**src/rtl/bmcc_pkg.sv**
```systemverilog
// bmcc_pkg: shared types and constants for the button multi-click classifier
// no dependencies; used by button_multi_click_classifier_core
package bmcc_pkg;

  localparam int unsigned TIME_W   = 32;
  localparam int unsigned MS_CFG_W = 16;
  localparam int unsigned BIT_SEL_W = 3;
  localparam int unsigned CFG_IDX_W = 2;
  localparam int unsigned CFG_DATA_W = 16;
  localparam int unsigned IN_TDATA_W = 48;
  localparam int unsigned OUT_TDATA_W = 8;

  localparam logic [BIT_SEL_W-1:0] BUTTON_BIT_RST   = 3'd0;
  localparam logic [MS_CFG_W-1:0]  LONG_PRESS_RST   = 16'd1000;
  localparam logic [MS_CFG_W-1:0]  MULTI_WINDOW_RST = 16'd280;
  localparam logic [MS_CFG_W-1:0]  REPEAT_DELAY_RST = 16'd700;

  typedef enum logic [2:0] {
    EV_NONE   = 3'd0,
    EV_CLICK  = 3'd1,
    EV_DOUBLE = 3'd2,
    EV_TRIPLE = 3'd3,
    EV_LONG   = 3'd4
  } event_t;

  typedef enum logic [CFG_IDX_W-1:0] {
    REG_BUTTON_BIT   = 2'd0,
    REG_LONG_PRESS   = 2'd1,
    REG_MULTI_WINDOW = 2'd2,
    REG_REPEAT_DELAY = 2'd3
  } cfg_reg_t;

  typedef enum logic {
    CMD_POLL   = 1'b0,
    CMD_CANCEL = 1'b1
  } cmd_t;

endpackage

```
**src/rtl/button_multi_click_classifier_core.sv**
```systemverilog
// button_multi_click_classifier_core: classifies polled button samples into
// click, double, triple and long-press events; depends on bmcc_pkg
//
// One result beat is produced for every input beat. The block takes a new beat
// every clock cycle while results are taken: a beat is captured in an input
// register, classified against the press/click state by combinational
// compare-and-update logic, and written to the result register once that is
// free, which raises out_tvalid. While a result waits to be taken, one more beat
// is held in the input register and in_tready then drops until out_tready
// returns. All time differences wrap modulo 2^32. Registers are written through
// cfg_we/cfg_index/cfg_wdata; the user must do so only while idle (not enforced).
module button_multi_click_classifier_core (
  input  logic                                clk,
  input  logic                                rst_n,
  input  logic                                in_tvalid,
  output logic                                in_tready,
  // port_byte[7:0], read_ok[8], now_ms[40:9], repeat_on[41], zero[47:42]
  input  logic [bmcc_pkg::IN_TDATA_W-1:0]     in_tdata,
  // cmd[0]
  input  logic                                in_tuser,
  output logic                                out_tvalid,
  input  logic                                out_tready,
  // event_res[2:0], pressed_now[3], zero[7:4]
  output logic [bmcc_pkg::OUT_TDATA_W-1:0]    out_tdata,
  input  logic                                cfg_we,
  input  logic [bmcc_pkg::CFG_IDX_W-1:0]      cfg_index,
  input  logic [bmcc_pkg::CFG_DATA_W-1:0]     cfg_wdata
);

  localparam int unsigned TW = bmcc_pkg::TIME_W;
  localparam int unsigned MW = bmcc_pkg::MS_CFG_W;

  // configuration
  logic [bmcc_pkg::BIT_SEL_W-1:0] button_bit_r;
  logic [MW-1:0] long_press_r;
  logic [MW-1:0] window_r;
  logic [MW-1:0] repeat_delay_r;

  // input register
  logic          s1_valid_r;
  logic          s1_cmd_r;
  logic [7:0]    s1_port_r;
  logic          s1_ok_r;
  logic [TW-1:0] s1_now_r;
  logic          s1_rep_r;

  // classifier state
  logic          prev_level_r, prev_level_nxt;
  logic          held_r, held_nxt;
  logic [TW-1:0] press_time_r, press_time_nxt;
  logic [1:0]    click_count_r, click_count_nxt;
  logic [TW-1:0] last_click_r, last_click_nxt;
  logic          pending_r, pending_nxt;

  // result register
  logic                 out_valid_r;
  bmcc_pkg::event_t     out_event_r, event_nxt;
  logic                 out_pressed_r, pressed_nxt;

  logic out_free;
  logic advance;
  logic btn;
  logic [TW-1:0] press_age;
  logic [TW-1:0] click_age;

  assign out_free  = !out_valid_r || out_tready;
  assign advance   = s1_valid_r && out_free;
  assign in_tready = !s1_valid_r || out_free;

  assign out_tvalid = out_valid_r;
  assign out_tdata  = {4'b0000, out_pressed_r, out_event_r};

  always_ff @(posedge clk) begin
    if (!rst_n) begin
      button_bit_r   <= bmcc_pkg::BUTTON_BIT_RST;
      long_press_r   <= bmcc_pkg::LONG_PRESS_RST;
      window_r       <= bmcc_pkg::MULTI_WINDOW_RST;
      repeat_delay_r <= bmcc_pkg::REPEAT_DELAY_RST;
    end else if (cfg_we) begin
      unique case (bmcc_pkg::cfg_reg_t'(cfg_index))
        bmcc_pkg::REG_BUTTON_BIT:   button_bit_r   <= cfg_wdata[bmcc_pkg::BIT_SEL_W-1:0];
        bmcc_pkg::REG_LONG_PRESS:   long_press_r   <= cfg_wdata[MW-1:0];
        bmcc_pkg::REG_MULTI_WINDOW: window_r       <= cfg_wdata[MW-1:0];
        bmcc_pkg::REG_REPEAT_DELAY: repeat_delay_r <= cfg_wdata[MW-1:0];
        default: ;
      endcase
    end
  end

  always_ff @(posedge clk) begin
    if (!rst_n) begin
      s1_valid_r <= 1'b0;
    end else if (in_tready) begin
      s1_valid_r <= in_tvalid;
    end
  end

  always_ff @(posedge clk) begin
    if (in_tready && in_tvalid) begin
      s1_cmd_r  <= in_tuser;
      s1_port_r <= in_tdata[7:0];
      s1_ok_r   <= in_tdata[8];
      s1_now_r  <= in_tdata[40:9];
      s1_rep_r  <= in_tdata[41];
    end
  end

  always_comb begin
    prev_level_nxt  = prev_level_r;
    held_nxt        = held_r;
    press_time_nxt  = press_time_r;
    click_count_nxt = click_count_r;
    last_click_nxt  = last_click_r;
    pending_nxt     = pending_r;
    event_nxt       = bmcc_pkg::EV_NONE;
    btn             = s1_ok_r && !s1_port_r[button_bit_r];
    pressed_nxt     = btn;
    press_age       = s1_now_r - press_time_r;
    click_age       = '0;

    if (bmcc_pkg::cmd_t'(s1_cmd_r) == bmcc_pkg::CMD_CANCEL) begin
      held_nxt        = 1'b0;
      press_time_nxt  = '0;
      click_count_nxt = '0;
      last_click_nxt  = '0;
      pending_nxt     = 1'b0;
      pressed_nxt     = prev_level_r;
    end else begin
      if (btn != prev_level_r) begin
        if (btn) begin
          held_nxt       = 1'b1;
          press_time_nxt = s1_now_r;
          press_age      = '0;
        end else begin
          if ((long_press_r == '0) ||
              (held_r && (press_age < {{(TW-MW){1'b0}}, long_press_r}))) begin
            if (click_count_r != 2'd3) begin
              click_count_nxt = click_count_r + 2'd1;
            end
            last_click_nxt = s1_now_r;
            pending_nxt    = 1'b1;
          end
          held_nxt       = 1'b0;
          press_time_nxt = '0;
        end
        prev_level_nxt = btn;
      end

      if ((long_press_r != '0) && held_nxt &&
          (press_age >= {{(TW-MW){1'b0}}, long_press_r})) begin
        if (!pending_nxt) begin
          event_nxt = bmcc_pkg::EV_LONG;
        end
        held_nxt        = 1'b0;
        press_time_nxt  = '0;
        click_count_nxt = '0;
        last_click_nxt  = '0;
        pending_nxt     = 1'b0;
      end

      if (held_nxt && s1_rep_r && (press_age >= {{(TW-MW){1'b0}}, repeat_delay_r})) begin
        event_nxt = bmcc_pkg::EV_CLICK;
      end

      click_age = s1_now_r - last_click_nxt;
      if (pending_nxt && !held_nxt && (click_age >= {{(TW-MW){1'b0}}, window_r})) begin
        case (click_count_nxt)
          2'd1:    event_nxt = bmcc_pkg::EV_CLICK;
          2'd2:    event_nxt = bmcc_pkg::EV_DOUBLE;
          default: event_nxt = bmcc_pkg::EV_TRIPLE;
        endcase
        click_count_nxt = '0;
        last_click_nxt  = '0;
        pending_nxt     = 1'b0;
      end
    end
  end

  always_ff @(posedge clk) begin
    if (!rst_n) begin
      prev_level_r  <= 1'b0;
      held_r        <= 1'b0;
      press_time_r  <= '0;
      click_count_r <= '0;
      last_click_r  <= '0;
      pending_r     <= 1'b0;
    end else if (advance) begin
      prev_level_r  <= prev_level_nxt;
      held_r        <= held_nxt;
      press_time_r  <= press_time_nxt;
      click_count_r <= click_count_nxt;
      last_click_r  <= last_click_nxt;
      pending_r     <= pending_nxt;
    end
  end

  always_ff @(posedge clk) begin
    if (!rst_n) begin
      out_valid_r <= 1'b0;
    end else if (out_free) begin
      out_valid_r <= s1_valid_r;
    end
  end

  always_ff @(posedge clk) begin
    if (advance) begin
      out_event_r   <= event_nxt;
      out_pressed_r <= pressed_nxt;
    end
  end

  // a held press implies the stored level is pressed
  a_held_level: assert property (@(posedge clk) disable iff (!rst_n)
    held_r |-> prev_level_r)
    else $error("held set while level released");

  // pending clicks always carry a non-zero count
  a_pending_count: assert property (@(posedge clk) disable iff (!rst_n)
    pending_r |-> (click_count_r != 2'd0))
    else $error("click pending with zero count");

  // with nothing pending the count and time are cleared
  a_idle_clear: assert property (@(posedge clk) disable iff (!rst_n)
    !pending_r |-> (click_count_r == 2'd0) && (last_click_r == '0))
    else $error("stale click state with nothing pending");

  // a long press is only reported on a pressed sample
  a_long_pressed: assert property (@(posedge clk) disable iff (!rst_n)
    out_valid_r && (out_event_r == bmcc_pkg::EV_LONG) |-> out_pressed_r)
    else $error("long press reported on a released sample");

  // an advancing beat always reaches the result register
  a_load: assert property (@(posedge clk) disable iff (!rst_n)
    advance |=> out_valid_r)
    else $error("classified beat lost");

endmodule
```
**config.mk**
```make
export PLATFORM = sky130hd
export DESIGN_NAME = button_multi_click_classifier_core
export DESIGN_NICKNAME = d
export VERILOG_FILES = /design/src/rtl/bmcc_pkg.sv /design/src/rtl/button_multi_click_classifier_core.sv
export SDC_FILE = /design/constraint.sdc
export NUM_CORES = 1
export LEC_CHECK = 0
export BUFFER_PORTS_ARGS = -buffer_cell sky130_fd_sc_hd__buf_2
export CAP_MARGIN = 30
export CORE_ASPECT_RATIO = 1.5
export CORE_MARGIN = 2
export CORE_UTILIZATION = 50
export CTS_CLUSTER_DIAMETER = 100
export DETAILED_ROUTE_END_ITERATION = 10
export PLACE_DENSITY = 0.7
export SYNTH_ARGS = -nofsm -noshare
export SYNTH_HDL_FRONTEND = slang
export SYNTH_SLANG_ARGS = --single-unit
```
**constraint.sdc**
```tcl
create_clock -name clk -period 8.65 [get_ports clk]
set_input_delay 1.2975 -clock clk [delete_from_list [all_inputs] [get_ports clk]]
set_output_delay 1.2975 -clock clk [all_outputs]
set_load 0.1 [all_outputs]
```
==> out/metrics.cfg, run 1 <==
[route]
routed_via_density = 5.71
antenna_left = 0
drt_pass1_iterations = 5
drtIter0Drc = 624
routed_wl_um = 38100
vias = 11900
post-route-drc-count = 0
wl_per_cell_um = 18.3

[worst_setup_path]
crit_buf_inv = 6
cp.required_ns = 9.02
end_kind = register
cp_max_fo = 7
path_class = reg -> reg
critical-path-top-delay-family = compound AO/OA/AOI/OAI gates
crit_path_start_kind = register
worstPathArrival_ns = 9.14
crit_top_cell = o21ai_2
critPathSlowestCell = or4_4
cpPeakStageDelay_ns = 0.53

[timing]
worstMarginPinSlew_ns = 0.892
setup_viol = 32
min_period_ns = 8.78
post-route-period-util = 1.01
max_slew_margin = 0.405
clock.fmax_ghz = 0.114
grt_setup_unrepaired = yes
worst_slack_ns = -0.125
skew_ns = 0.0123
hold-worst-slack_ns = 0.452
slew_violations = 0
tns_ns = -2.08
final_hold_viol_count = 0

[job]
max_cap_viol_count = 0

[power]
p_per_area_nw_per_um2 = 140
pwr-share-clk = 0.355
power_mw = 2.24
pwr-share-seq = 0.382
p_leak_nw = 6.54
p_sw_uw = 720
pwr-share-comb = 0.264
swShare = 0.321
irDropWorstVdd_uv = 146
internal-power_mw = 1.52

[floorplanning]
start_util = 0.507
die_width_um = 132
core.rowCount = 70
core-area_um2 = 24300
pin_count = 82
die_h_um = 196
dieArea_um2 = 25900

[synthesis]
synthCells = 1470
async_flop_share = 0
avgSynthCellArea_um2 = 8.37
synth_seq_cells = 169
synth_area_leader_cell = dfxtp_1
synth_edf_count = 47
syn-cell-area_um2 = 12300
ys_warn_count = 0
ys_types = 93
synth_top_area_frac = 0.199
ys.flop_type = dfxtp_1
yosysSeqAreaShare = 0.313
ys_top_cells_by_area = dfxtp_1 (20%), ha_1 (13%), edfxtp_1 (11%)

[global_routing]
grt_util_met1 = 0.308
grt-ovfl-total = 0
grtUsageMet2 = 0.539
grt-busiest-layer = met2
met3_usage = 0.0328
grt_pass1_wl_um = 58400
antenna_found_initial = 0
grt_usage = 0.285
grt_pass1_vias = 11500
grt_max_degree = 93

[cells_and_area]
synthToLayoutAreaGrowth_pct = 30.6
fillCellCount = 2006
diodes = 0
multi_input_area_um2 = 8430
drive_gt1_frac = 0.297
seq_area_um2 = 3850
fin_nets = 1950
fin_area_um2 = 16100

[placement]
post-place-ws_ns = -0.609
place_area_um2 = 14500
port_buffers = 71
gp_congestion = 0.935
dp_hpwl_um = 28300

[outcome]
status = finished with violations
violations = setup timing

[clock_tree]
path_clk_slew_ns = 0.08
numCtsBuffers = 17
root_buffer = clkbuf_16
clock-sinks = 169
cts_tree = built
clk_latency_ns = 0.45
cts_buffer_depth = 2
htree_num_levels = 4

[min_path]
hold_path.class = reg -> reg

[logic make-up (layout without fill, tap and decap cells)]
family / count (synthesis) / after routing / share of synthesized area
mux: 45 / 45 / 0.0418
compound gates: 425 / 425 / 0.236
fa+ha+maj: 129 / 129 / 0.132
other cells: 1 / 4 / 0.000305
buf+inv: 168 / 457 / 0.0571
flops: 169 / 169 / 0.313
simple gates: 500 / 500 / 0.195
xor+xnor: 33 / 33 / 0.0235
[registers in the layout (all words and copies together) (netlist names), 3 cells and up]
register and count:
button_bit_r 3, out_event_r 3, long_press_r 16, s1_now_r 32
last_click_r 32, window_r 16, press_time_r 32, repeat_delay_r 16
s1_port_r 8
[tightest hold or removal path, stage by stage, from the launching register on]
cell     delay (ns)
dfxtp_1        0.31
nand2_1        0.05
o21ai_1        0.05
[through the flow]
step,util,instances
6_report,0.662,2086
5_1_grt,0.662,2086
4_1_cts,0.638,2077
3_5_place_dp,0.599,2032
3_3_place_gp,0.599,2032
2_1_floorplan,-,1473
[cell usage after synthesis (4+ instances only)]
library cell and count:
a2111oi_0 6, a211oi_1 8, a21boi_0 74, a21o_1 41
a21oi_1 75, a21oi_2 8, a31oi_1 14, and2_1 10
and3_1 7, and4_1 4, buf_2 20, buf_4 6
clkbuf_1 37, dfxtp_1 122, edfxtp_1 47, ha_1 127
inv_1 100, mux2_2 31, mux2i_1 12, nand2_1 238
nand2b_1 16, nand3_1 49, nand3b_1 4, nand4_1 27
nor2_1 60, nor2b_1 24, nor3_1 16, nor4_1 12
o211ai_1 27, o21a_1 15, o21ai_0 51, o21ai_1 42
o21bai_1 8, o22ai_1 4, or3_1 7, xnor2_1 18
xor2_1 15
[metal layers]
layer | share of wire | vias up
met1 | 0.39 | 5680
met4 | 0.056 | 0
met5 | 0 | -
met2 | 0.52 | 300
li1 | - | 5844
met3 | 0.033 | 93
[placed cells by master, fill, tap and decap left out, types with 6 or more instances in the layout]
cell type    n
o21ai_2     33
a21oi_2     12
nand4_1     27
o21ai_0     45
dfxtp_1    121
and2_1       6
buf_2       71
nand3_1     49
mux2_2      30
xnor2_1     15
a21o_1      40
o21ai_1     15
buf_6        6
nand2_1    236
edfxtp_1    47
or3_1        7
ha_4         9
clkbuf_16   18
inv_1       98
nor2_1      56
o21bai_1     7
o21a_1      15
a21boi_0    74
mux2i_1     12
xor2_1      12
a31oi_1     11
o211ai_1    27
and3_1       7
nor4_1      11
nor3_1      16
nor2b_1     19
nand2b_1    15
ha_1       116
buf_4      240
a21oi_1     68
[area by class of cell]
cell class,count,area share
clock buffer,19,0.0276
sequential,169,0.240
timing repair buffer,325,0.149
tap,324,0.0252
inverter,100,0.0234
clock inverter,13,0.00943
multi-input combinational,1136,0.525
[timing repair]
| action | 4_1_cts | 5_1_grt |
|---|---|---|
| buffers inserted | 11 | 9 |
| hold buffers | 0 | 0 |
| setup endpoints to repair | 37 | 37 |
| gates resized for setup | 46 | 100 |
| hold endpoints to repair | 0 | 0 |
| pin swaps | 22 | 54 |
| gates cloned | 2 | 1 |
[power by group through the flow]
stage               logic, mW  clock network, mW  registers (mW)
detailed placement      0.532                  0           0.873
floorplan               0.310                  0           0.875
CTS                     0.556              0.803           0.855
finish                  0.591              0.795           0.856
global placement        0.522                  0           0.872
global route            0.645              0.833           0.858
[final timing paths]
kind / end / from / cells past startpoint / slack (ns)
max: last_click_r[1] / s1_now_r[0] / 42 / -0.13
min: last_click_r[17] / last_click_r[17] / 2 / 0.45
max reg2reg: last_click_r[1] / s1_now_r[0] / 42 / -0.13
min reg2reg: last_click_r[17] / last_click_r[17] / 2 / 0.45
No activity file was read; power rests on OpenSTA's default activity.
==> run 2: changes to the inputs <==
ABC_AREA = 1   (was default)
==> out/metrics.cfg, run 2 <==
[outcome]
status = completed

[synthesis]
ys_top_cells_by_area = dfxtp_1 (19%), nand2_1 (14%), ha_1 (12%)
synth_top_family_by_area = simple AND/OR/NAND/NOR gates
synthCells = 1822  ; +24%
async_flop_share = 0  ; unchanged
synth_most_common_cell = nand2_1
syn-cell-area_um2 = 12700  ; +3.6%
synth_seq_cells = 169  ; unchanged
synth_commonest_cells = nand2_1 (478), inv_1 (294), a21oi_1 (180), nor2_1 (143), ha_1 (127)
yosysSeqAreaShare = 0.302  ; -0.0110
yosys.area_share.simple = 0.243  ; +0.0480
synth_mux_area_frac = 0  ; -0.0418
ys.flop_type = dfxtp_1
ys_warn_count = 0  ; unchanged
synth_top_area_frac = 0.192  ; -0.00696
synth_area_leader_cell = dfxtp_1
synth_compound_area_frac = 0.184  ; -0.0525
synth_adder_area_share = 0.128  ; -0.00464
synth_edf_count = 47  ; unchanged
synth-xor-area-share = 0.0247  ; +0.00124
ys_types = 51  ; -45%
avgSynthCellArea_um2 = 6.99  ; -16%

[worst_setup_path]
crit_buf_inv = 3  ; -3
rr_worst_depth = 42  ; unchanged
path_class = reg -> reg
cp.depth = 42  ; unchanged
cp.required_ns = 8.84  ; -0.18 ns
cpPeakStageDelay_ns = 0.58  ; +0.05 ns
crit_top_cell = nor2_1
end_kind = register
cp_max_fo = 36  ; +29
critPathSlowestCell = edfxtp_1
critical-path-top-delay-family = simple AND/OR/NAND/NOR gates
worstPathArrival_ns = 8.07  ; -1.07 ns
crit_path_start_kind = register

[floorplanning]
start_util = 0.509  ; +0.00183
die_h_um = 200  ; +1.8%
die_width_um = 134  ; +1.7%
core-area_um2 = 25100  ; +3.3%
pin_count = 82  ; unchanged
dieArea_um2 = 26800  ; +3.5%
core.rowCount = 71  ; +1.4%

[power]
p_leak_nw = 6.59  ; +0.77%
pwr-share-clk = 0.335  ; -0.020
irDropWorstVdd_uv = 153  ; +5.1%
internal-power_mw = 1.49  ; -1.9%
pwr-share-comb = 0.286  ; +0.022
pwr-share-seq = 0.378  ; -0.004
p_per_area_nw_per_um2 = 167  ; +20%
swShare = 0.358  ; +0.0369
p_sw_uw = 832  ; +16%

[cells_and_area]
drive_gt1_frac = 0.105  ; -0.192
diodes = 0  ; unchanged
fillCellCount = 2454  ; +22%
reg_top3 = last_click_r (32), press_time_r (32), s1_now_r (32)
synthToLayoutAreaGrowth_pct = 9.18
layout_commonest_cell = nand2_1
fin_nets = 2072  ; +6.3%
layout_common_cells = nand2_1 (478), inv_1 (292), a21oi_1 (180), nor2_1 (143), ha_1 (127)

[clock_tree]
root_buffer = clkbuf_16
post_cts_resized = 0  ; -100%
clock-sinks = 169  ; unchanged
cts_tree = built
path_clk_slew_ns = 0.07  ; about the same
numCtsBuffers = 17  ; unchanged
cts_buffer_depth = 2  ; unchanged
cts_hold_buf = 0  ; unchanged
clk_latency_ns = 0.45  ; about the same
htree_num_levels = 4  ; unchanged
cts_setup_buffers = 0  ; -11

[global_routing]
grt_pass1_vias = 11300  ; -1.8%
grt_usage = 0.267  ; -0.0179
grt_max_degree = 63  ; -32%
grt-ovfl-total = 0  ; unchanged
grt_pass1_wl_um = 55800  ; -4.3%
antenna_found_initial = 0  ; unchanged

[timing]
worstMarginPinSlew_ns = 0.898  ; +0.00596 ns
grt_setup_unrepaired = no
hold-worst-slack_ns = 0.464  ; +0.0112 ns
slew_violations = 0  ; unchanged
min_period_ns = 7.88  ; -0.897 ns
tns_ns = 0  ; +2.08 ns
clock.fmax_ghz = 0.127  ; +11%
skew_ns = 0.00905  ; -0.00330 ns
post-route-period-util = 0.911  ; -0.104
max_slew_margin = 0.399  ; -0.00618
setup_viol = 0  ; -100%
final_hold_viol_count = 0  ; unchanged

[route]
routed_wl_um = 34700  ; -9.0%
drt_pass1_iterations = 6  ; +1
drtIter0Drc = 627  ; +0.48%
vias = 11700  ; -1.8%
antenna_left = 0  ; unchanged
wl_per_cell_um = 15.7  ; -14%
routed_via_density = 5.29  ; -7.4%
post-route-drc-count = 0  ; unchanged

[placement]
port_buffers = 71  ; unchanged
dp_hpwl_um = 27400  ; -3.2%
gp_congestion = 0.938  ; +0.27%

[min_path]
hold_path.class = reg -> reg
min_path_cells = 2  ; unchanged

[job]
max_cap_viol_count = 0  ; unchanged

## run 2: worst paths after layout
path / from / end / slack, ns
worst min-delay path: last_click_r[21] / last_click_r[21] / 0.46
worst max-delay path: s1_now_r[5] / out_event_r[1] / 0.77
worst max register to register: s1_now_r[5] / out_event_r[1] / 0.77
worst min register to register: last_click_r[21] / last_click_r[21] / 0.46
## run 2: per-stage QoR
| step | total power, mW | cells | instance area [µm²] | worst slack, ns | utilization |
|---|---|---|---|---|---|
| 6_report | 2.33 | 2212 | 13900 | 0.772 | 0.555 |
| 5_1_grt | 2.47 | 2212 | 13900 | 0.0479 | 0.555 |
| 4_1_cts | 2.34 | 2210 | 13900 | 0.818 | 0.554 |
| 3_5_place_dp | 1.56 | 2178 | 13300 | 0.822 | 0.531 |
| 3_3_place_gp | 1.54 | 2176 | 13300 | 0.922 | 0.529 |
| 2_1_floorplan | 1.39 | 1825 | 12800 | 2.46 | - |
## run 2: layer usage
metal / GRT usage / part of all wire
met1: 0.286 / 0.40
met2: 0.507 / 0.51
met3: 0.0315 / 0.041
met4: 0.141 / 0.052
met5: 0 / 0
## run 2: logic make-up (layout without fill, tap and decap cells)
kind of cell,count (synthesis),after routing
AOI/OAI and AO/OA,374,374
xor gates and xnor gates,36,36
adders and majority gates,129,129
buffers and inverters,368,427
DFF,169,169
other,1,4
and+or+nand+nor,745,745
## run 2: cell type report
| cell class | instances | area [µm²] | area share |
|---|---|---|---|
| clock inverter | 15 | 155 | 0.0112 |
| inverter | 313 | 1180 | 0.0846 |
| tap | 328 | 410 | 0.0295 |
| clock buffer | 17 | 425 | 0.0306 |
| multi-input combinational | 1288 | 7400 | 0.532 |
| timing repair buffer | 82 | 490 | 0.0352 |
| sequential | 169 | 3850 | 0.277 |
## run 2: tightest hold or removal path, cell delays in order (launching register included)
cell	delay (ns)
dfxtp_1	0.31
nand2_1	0.06
a21oi_1	0.05
## run 2: power groups by stage
stage / Clock (mW) / Sequential, mW / Combinational, mW
floorplan: 0 / 0.890 / 0.496
global placement: 0 / 0.897 / 0.644
detailed placement: 0 / 0.898 / 0.663
CTS: 0.791 / 0.880 / 0.667
global route: 0.821 / 0.882 / 0.764
finish: 0.780 / 0.880 / 0.666
==> run 3: changes to the inputs <==
CORE_ASPECT_RATIO = default   (was 1.5)
TNS_END_PERCENT = 100   (was default)
==> out/metrics.cfg, run 3 (synthesis results as in run 2) <==
[route]
drt_pass1_iterations = 8  ; +2
routed_via_density = 5.28  ; -0.18%
post-route-drc-count = 0  ; unchanged
routed_wl_um = 33600  ; -2.9%
drtIter0Drc = 804  ; +28%
wl_per_cell_um = 15.2  ; -3.0%
vias = 11700  ; -0.14%
antenna_left = 0  ; unchanged

[timing]
slew_violations = 0  ; unchanged
min_period_ns = 7.69  ; -0.186 ns
setup_viol = 0  ; unchanged
tns_ns = 0  ; unchanged
post-route-period-util = 0.889  ; -0.0215
max_slew_margin = 0.362  ; -0.0368
clock.fmax_ghz = 0.130  ; +2.4%
grt_setup_unrepaired = no
worstMarginPinSlew_ns = 0.953  ; +0.0549 ns
skew_ns = 0.0129  ; +0.00382 ns
final_hold_viol_count = 0  ; unchanged

[power]
swShare = 0.364  ; +0.00593
internal-power_mw = 1.47  ; -1.6%
pwr-share-clk = 0.331  ; -0.004
pwr-share-comb = 0.288  ; +0.002
p_leak_nw = 6.58  ; -0.17%
irDropWorstVdd_uv = 110  ; -28%
pwr-share-seq = 0.381  ; +0.003
p_sw_uw = 840  ; +0.96%
p_per_area_nw_per_um2 = 166  ; -0.64%

[cells_and_area]
diodes = 0  ; unchanged
fin_nets = 2071  ; -0.048%
drive_gt1_frac = 0.104  ; -0.00101
reg_top3 = last_click_r (32), press_time_r (32), s1_now_r (32)
fin_util = 0.554  ; -0.00152
layout_common_cells = nand2_1 (478), inv_1 (292), a21oi_1 (180), nor2_1 (143), ha_1 (127)
layout_commonest_cell = nand2_1
synthToLayoutAreaGrowth_pct = 9.13  ; about the same
fillCellCount = 2445  ; -0.37%

[clock_tree]
post_cts_resized = 0  ; unchanged
cts_setup_buffers = 0  ; unchanged
clock-sinks = 169  ; unchanged
path_clk_slew_ns = 0.08  ; about the same
cts_hold_buf = 0  ; unchanged
cts_buffer_depth = 2  ; unchanged
cts_tree = built
root_buffer = clkbuf_16
clk_latency_ns = 0.44  ; about the same
htree_num_levels = 4  ; unchanged
numCtsBuffers = 17  ; unchanged

[global_routing]
antenna_found_initial = 0  ; unchanged
grt_pass1_vias = 10800  ; -3.9%
grt_pass1_wl_um = 54800  ; -1.9%
grt_usage = 0.260  ; -0.00693
grt_max_degree = 71  ; +13%
grt-ovfl-total = 0  ; unchanged

[worst_setup_path]
rr_startpoint = s1_now_r[6]
path_class = reg -> reg
cp.required_ns = 9.02  ; +0.18 ns
worstPathArrival_ns = 8.06  ; about the same
end_kind = register
cpPeakStageDelay_ns = 0.56  ; -0.02 ns
crit_path_start_kind = register
cp-startpoint = s1_now_r[6]
cp_max_fo = 36  ; unchanged
critPathSlowestCell = edfxtp_1

[floorplanning]
start_util = 0.508  ; -0.00117
die_h_um = 164  ; -18%
core-area_um2 = 25100  ; +0.23%
die_width_um = 164  ; +22%
dieArea_um2 = 26800  ; about the same
pin_count = 82  ; unchanged
core.rowCount = 58  ; -18%

[placement]
dp_hpwl_um = 25800  ; -6.0%
port_buffers = 71  ; unchanged
gp_congestion = 0.931  ; -0.73%

[job]
max_cap_viol_count = 0  ; unchanged

[min_path]
hold_path.class = reg -> reg
hold_start = last_click_r[21]

[outcome]
status = completed

[run 3: cell types whose count changed in the layout (fill, tap and decap cells not counted), sizes merged]
| cell | before | now |
|---|---|---|
| clkinv | 6 | 10 |
| inv | 319 | 316 |
| buf | 82 | 81 |
| bufinv | 1 | 0 |
[run 3: critical path, delay by kind of cell, from the launching register on]
kind	cells	cell delay (ns)
flip-flops	1	0.56
XOR/XNOR	2	0.46
adder cells (fa/ha/maj)	5	1.60
AO/OA/AOI/OAI	10	1.84
AND/OR/NAND/NOR	24	2.94
buffers and inverters	3	0.23
[run 3: final cells by class]
class / instances / area [µm²] / area share
Inverter: 313 / 1180 / 0.0847
Clock inverter: 15 / 153 / 0.0110
Sequential cell: 169 / 3850 / 0.277
Tap cell: 330 / 413 / 0.0297
Multi-Input combinational cell: 1288 / 7400 / 0.532
Timing Repair Buffer: 81 / 483 / 0.0347
Clock buffer: 17 / 425 / 0.0306
[run 3: routing by layer]
metal  GRT usage  routed length [µm]  vias to the layer above
li1            -                   -                     6043
met1       0.356               15900                     5379
met2       0.432               15600                      241
met3      0.0391                1760                       28
met4      0.0586                 414                        0
met5           0                   0                        -
[run 3: power groups by stage]
stage / combinational (mW) / sequential, mW / clock, mW
after floorplan: 0.496 / 0.890 / 0
after global placement: 0.633 / 0.897 / 0
after detailed placement: 0.652 / 0.897 / 0
after CTS: 0.658 / 0.879 / 0.774
after global routing: 0.755 / 0.884 / 0.807
final: 0.664 / 0.880 / 0.766
[run 3: metrics by stage]
stage          cell area [µm²]  hold slack (ns)  total power, mW  setup slack, ns  std cells
2_1_floorplan            12800            0.435             1.39             2.46       1825
3_3_place_gp             13300            0.451             1.53             1.16       2178
3_5_place_dp             13300            0.454             1.55             1.03       2180
4_1_cts                  13900            0.465             2.31            0.973       2212
5_1_grt                  13900            0.486             2.45            0.143       2213
6_report                 13900            0.464             2.31            0.958       2213
[run 3: worst paths after layout]
| path | slack, ns | to | cells past startpoint |
|---|---|---|---|
| worst max register to register | 0.96 | last_click_r[27] | 44 |
| worst min-delay path | 0.46 | last_click_r[21] | 2 |
| worst max-delay path | 0.96 | last_click_r[27] | 44 |
| worst min register to register | 0.46 | last_click_r[21] | 2 |
